File: src/rtl/kvp_pkg.sv
// Package with the shared types, character codes and helpers of the request parser.
`default_nettype none
package kvp_pkg;

    // Parser phases.
    typedef enum logic [4:0] {
        PH_IDLE, PH_HEADER, PH_CMD_SKIP, PH_CMD, PH_KEY_SKIP, PH_KEY,
        PH_FLAGS_SKIP, PH_FLAGS, PH_EXP_SKIP, PH_EXP, PH_BYTES_SKIP, PH_BYTES,
        PH_EOL_SKIP, PH_EOL_LF, PH_VALUE, PH_VEOL, PH_VEOL_LF, PH_DRAIN
    } t_phase;

    typedef enum logic [1:0] {
        OUTC_PENDING, OUTC_OK, OUTC_FAIL
    } t_outcome;

    typedef enum logic [1:0] {
        KIND_HEADER, KIND_KEY, KIND_VALUE, KIND_VERDICT
    } t_kind;

    // Register indexes on the configuration port.
    localparam logic [1:0] REG_LISTEN_PORT   = 2'd0;
    localparam logic [1:0] REG_MAX_KEY_LEN   = 2'd1;
    localparam logic [1:0] REG_MAX_VALUE_LEN = 2'd2;

    // Character codes.
    localparam logic [7:0] CH_SPACE = 8'h20;
    localparam logic [7:0] CH_CR    = 8'h0d;
    localparam logic [7:0] CH_LF    = 8'h0a;
    localparam logic [7:0] CH_TAB   = 8'h09;
    localparam logic [7:0] CH_VT    = 8'h0b;
    localparam logic [7:0] CH_FF    = 8'h0c;
    localparam logic [7:0] CH_PLUS  = 8'h2b;
    localparam logic [7:0] CH_MINUS = 8'h2d;
    localparam logic [7:0] CH_ZERO  = 8'h30;
    localparam logic [7:0] CH_NINE  = 8'h39;
    localparam logic [7:0] CH_UP_A  = 8'h41;
    localparam logic [7:0] CH_UP_Z  = 8'h5a;
    localparam logic [7:0] CH_LO_G  = 8'h67;
    localparam logic [7:0] CH_LO_S  = 8'h73;
    localparam logic [7:0] CH_LO_E  = 8'h65;
    localparam logic [7:0] CH_LO_T  = 8'h74;

    // Number accumulator saturation point, 2^32.
    localparam logic [32:0] NUM_SAT = 33'h1_0000_0000;

    // Number mark bits.
    localparam int MARK_SIGN  = 0;
    localparam int MARK_MINUS = 1;
    localparam int MARK_DIGIT = 2;

    // One result item.
    typedef struct packed {
        t_kind       kind;
        logic [7:0]  data;
        logic        verdict_ok;
        logic        cmd_is_set;
        logic [7:0]  key_len;
        logic [31:0] item_flags;
        logic [31:0] expire_time;
        logic [20:0] value_bytes;
        logic        end_of_run;
    } t_result;

    // Number token state after one character.
    typedef struct packed {
        logic [4:0]  tok;
        logic [32:0] acc;
        logic [2:0]  marks;
        logic        bad;
    } t_num;

    // Adds one character to a decimal number token.
    function automatic t_num f_num_char(input logic [7:0] b, input logic [4:0] tok,
                                        input logic [32:0] acc, input logic [2:0] marks);
        t_num        n;
        logic [36:0] wide;
        logic [7:0]  dig;
        n.tok   = (tok < 5'd31) ? tok + 5'd1 : tok;
        n.acc   = acc;
        n.marks = marks;
        n.bad   = 1'b0;
        dig     = b - CH_ZERO;
        wide    = ({4'b0, acc} << 3) + ({4'b0, acc} << 1) + {33'b0, dig[3:0]};
        if (b >= CH_ZERO && b <= CH_NINE) begin
            n.acc = (wide > {4'b0, NUM_SAT}) ? NUM_SAT : wide[32:0];
            n.marks[MARK_DIGIT] = 1'b1;
        end else if ((b == CH_PLUS || b == CH_MINUS) && marks == 3'b000) begin
            n.marks = (b == CH_MINUS) ? 3'b011 : 3'b001;
        end else if ((b == CH_TAB || b == CH_VT || b == CH_FF) && marks == 3'b000) begin
            n.bad = 1'b0;
        end else begin
            n.bad = 1'b1;
        end
        return n;
    endfunction

endpackage
`default_nettype wire

File: src/rtl/kvp_out_queue.sv
// Two-entry result register that holds the results of one byte until they are taken.
`default_nettype none
module kvp_out_queue
    import kvp_pkg::*;
(
    input  wire logic       i_clk,
    input  wire logic       i_rst_n,
    input  wire t_result    i_res0,
    input  wire t_result    i_res1,
    input  wire logic [1:0] i_push_cnt,
    output logic            o_room,
    output logic            o_valid,
    input  wire logic       i_ready,
    output t_result         o_head
);

    t_result    r_slot0, r_slot1;
    logic [1:0] r_cnt;
    logic       pop;

    assign pop     = (r_cnt != 2'd0) && i_ready;
    assign o_valid = (r_cnt != 2'd0);
    assign o_head  = r_slot0;
    // Room for two results after this cycle's transfer.
    assign o_room  = (r_cnt == 2'd0) || (r_cnt == 2'd1 && pop);

    // Occupancy.
    always_ff @(posedge i_clk) begin
        if (!i_rst_n) begin
            r_cnt <= '0;
        end else if (i_push_cnt != 2'd0) begin
            r_cnt <= i_push_cnt;
        end else if (pop) begin
            r_cnt <= r_cnt - 2'd1;
        end
    end

    // Result slots; a push only comes when the queue is empty or empties this cycle.
    always_ff @(posedge i_clk) begin
        if (i_push_cnt != 2'd0) begin
            r_slot0 <= i_res0;
            r_slot1 <= i_res1;
        end else if (pop) begin
            r_slot0 <= r_slot1;
        end
    end

endmodule
`default_nettype wire

File: config.mk
export PLATFORM = sky130hd
export DESIGN_NAME = kvp_out_queue
export DESIGN_NICKNAME = d
export VERILOG_FILES = /design/src/rtl/kvp_pkg.sv /design/src/rtl/kvp_out_queue.sv
export SDC_FILE = /design/constraint.sdc
export NUM_CORES = 1
export LEC_CHECK = 0
export BUFFER_PORTS_ARGS = -buffer_cell sky130_fd_sc_hd__buf_2
export CAP_MARGIN = 10
export CORE_MARGIN = 3
export CORE_UTILIZATION = 51
export DETAILED_ROUTE_END_ITERATION = 6
export PLACE_DENSITY = 0.84
export SYNTH_ARGS = -nofsm -noshare
export SYNTH_HDL_FRONTEND = slang
export SYNTH_SLANG_ARGS = --single-unit
File: constraint.sdc
create_clock -name i_clk -period 9.5 [get_ports i_clk]
set_clock_uncertainty 0.05 [all_clocks]
set_input_delay 1.425 -clock i_clk [delete_from_list [all_inputs] [get_ports i_clk]]
set_output_delay 1.425 -clock i_clk [all_outputs]
set_load 0.1 [all_outputs]
==> key figures <==
Outcome
  • Status: finished, final reports clean

STA
  • Setup TNS: 0 ns
  • Unrepaired setup endpoints after global routing: no
  • Worst Tran Pin Value: 0.973 ns
  • Period utilization: 37.4%
  • Setup slack after layout: 5.95 ns
  • Minimum clock period: 3.55 ns
  • Final Max Slew Viols: 0
  • Peak Freq: ~0.28 GHz
  • Setup violations, final: 0
  • WHS: roughly 0.49 ns
  • Rel. slew slack: between 30% and 40%
  • Endpoints failing hold: 0

Drt
  • Final WL: between 15 and 20 mm
  • First DRT Iteration DRCs: 188
  • Antenna-violating nets left: 0
  • Via count: 4528
  • Post-DR vias/cell: 5.10
  • First drt pass iteration count: 4
  • Drt drc: 0
  • Wire per inst: 20.1 microns

Floorplan
  • Core area: 14800 sq um
  • DIE WIDTH: 130 microns
  • Total I/O pin count: 325
  • Cell Rows: 44
  • Initial Utilization: 52.8%
  • Die area: 16800 sq um
  • Height of the chip: 130 microns

Clock network
  • Post-cts sizing count: 0
  • H-tree levels: 1
  • Root Driver: clkbuf_16
  • Setup bufs post-CTS: 0
  • Worst-Skew Late Latency: between 0.4 and 0.5 ns
  • Maximum root-to-sink buffer count: 3
  • Clock-pin slew on the worst setup and hold paths: 0.06 ns
  • CTS tree: yes
  • Total CTS buffers: 22
  • CTS sink count: 214
  • Cts hold-fix bufs: 0

Place
  • Area after DPL: just under 10000 sq um
  • Place WS: 5.70 ns
  • Hpwl dp: 12.7 mm
  • Port-buffer cells: 324
  • Placer Congestion: 0.767

Layout
  • Total Nets Final: 909
  • Finished Core Util: 69.7%
  • # diodes: 0
  • Share of layout cells above drive strength 1: 64.1%
  • Layout area overhead: 32.0%
  • Final Cell Area: 10300 sq um

Worst hold path
  • HP Start: r_slot1[93]
  • Worst Hold Path Cells: 1
  • Hold worst-path end: o_head[93]
  • Hold WC Path Type: reg2reg

Worst setup path
  • CP peak stage delay: 0.42 ns
  • R2R Path Start: r_cnt[0]
  • Crit path capture type: output port
  • Cells along the critical path: buf_2 -> nand2_1 -> nand2_1 -> buf_2
  • Setup Crit Path Kind: in2out
  • R2R Setup Slk: 6.87 ns
  • Crit path max fanout: 3
  • Reg-to-reg endpoint: o_head[90]
  • CP max stage cell: buf_2
  • Buf+Inv Stages, Crit Path: 2
  • CP delay by family, top: buffers and inverters
  • Critical path arrival: approximately 2.1 ns
  • Critical Path RT: 8.03 ns
  • Worst reg-to-reg path cell count: 5
  • CP Launch Type: input pin

Global routing
  • Largest net degree at the start of global routing: 72
  • Remaining Overflow, GRT: 0
  • GR peak layer: met2
  • Total track usage: about 20%
  • Grt met3 use: approximately 6%
  • Met1 usage: 23.4%
  • Number of antenna violations at the first check in global routing: 2
  • M2 GR Usage: 35.5%
  • First-pass GRT wire length: 25.8 mm
  • Vias in the first global route: 4890

Synth
  • Number of synthesized flops with an enable pin: 212
  • Cell area after synthesis: 7790 sq um
  • Synth Register Bits: 214
  • Distinct cells, synth: 14
  • Synth area leaders: edfxtp_1 82%, mux2_2 13%, mux2_1 2.6%
  • Largest family of logic cells by synthesized area: multiplexers
  • Mux cell area share after synthesis: between 10% and 20%
  • Area share of fa/ha/maj cells after synthesis: less than 1%
  • Synth Area in XOR/XNOR: 0%
  • Top_reg_cell synth: edfxtp_1
  • Most frequent cell after synthesis: edfxtp_1
  • Simple-gate share of the synthesized area: less than 1%
  • Leading area contributor after synthesis: edfxtp_1
  • Mapped Cells: 349
  • Synth cell count leaders: 212 x edfxtp_1, 88 x mux2_2, 18 x mux2_1
  • Asr flop ratio synth: 0%
  • Sequential fraction of the synthesis area: between 80% and 90%
  • Syn nets: 568
  • Yosys Warn Count: 0
  • Synth Area in Compound Gates: less than 1%
  • Synth top area share: about four fifths
  • Syn avg cell area: 22.3 sq um

Pwr
  • Part of the power in combinational logic: about a fifth
  • Lkg Pwr: 4.26 nW
  • Power Dens Cells: 243 nW/um^2
  • Max VDD drop: 0.000174 V
  • Switching power: between 0.7 and 0.8 mW
  • Sw Share: 31.4%
  • Sequential share of power: 46.9%
  • Clock power share: 32.2%
  • Internal Power: between 1.5 and 2 mW

Flow run
  • Max Cap Violations: 0
power by group through the flow:
stage               logic [mW]  clock network, mW  registers, mW
floorplan               0.0714                  0           1.53
global placement         0.516                  0           1.18
detailed placement       0.523                  0           1.19
CTS                      0.524              0.821           1.17
global route             0.538              0.860           1.18
finish                   0.521              0.804           1.17
state kept, by name, summed over array words and instances, names as in the netlist:
register	flops
o_head	106
r_slot1	106
r_cnt	2
metrics by stage:
step                      std cells  power, mW
after floorplan                 349       1.60
after global placement          850       1.70
after detailed placement        850       1.71
after CTS                       888       2.51
after global routing            888       2.57
final                           888       2.49
cell usage in the layout, fill, tap and decap left out:
master and n:
inv_1 3, inv_4 1, buf_4 4, clkbuf_16 23, buf_2 324, nand2_4 1
nor2b_1 1, mux2_2 88, bufinv_16 1, dfxtp_1 2, clkbuf_1 4, nand2b_1 1
clkinv_2 5, clkinvlp_4 3, nor3_1 4, mux2_1 18, nand2_1 2, edfxtp_1 212
clkinv_1 2, o31a_1 2, nor2_4 1, ha_1 2
cells by family (layout without fill, tap and decap cells):
| group | count (synthesis) | after routing |
|---|---|---|
| AOI/OAI and AO/OA | 2 | 2 |
| adders and majority gates | 2 | 2 |
| buffers and inverters | 15 | 370 |
| DFF | 214 | 214 |
| muxes | 106 | 106 |
| and+or+nand+nor | 10 | 10 |
cell type report:
cell class | instances | area (sq um)
sequential | 214 | 6410
fill | 978 | 4470
timing repair buffer | 328 | 1650
multi-input combinational | 120 | 1300
clock buffer | 27 | 591
tap | 184 | 230
clock inverter | 11 | 85.1
inverter | 4 | 17.5
per-layer routing:
layer	vias up	routed length [microns]	part of all wire [%]
met5	-	27	0.15
met4	4	471	2.6
met3	41	1740	9.8
met2	253	9210	52
met1	2168	6390	36
li1	2062	-	-
worst max-delay path by stage:
stage,startpoint,endpoint,slack [ns],cells past startpoint
2_1_floorplan,i_push_cnt[1],o_head[0],4.88,4
3_3_place_gp,i_push_cnt[1],o_head[62],5.78,5
3_5_place_dp,i_push_cnt[1],o_head[55],5.70,5
4_1_cts,i_ready,o_room,5.95,4
5_1_grt,i_ready,o_room,5.94,4
6_report,i_ready,o_room,5.95,4
Power figures use the tool's default switching activity.
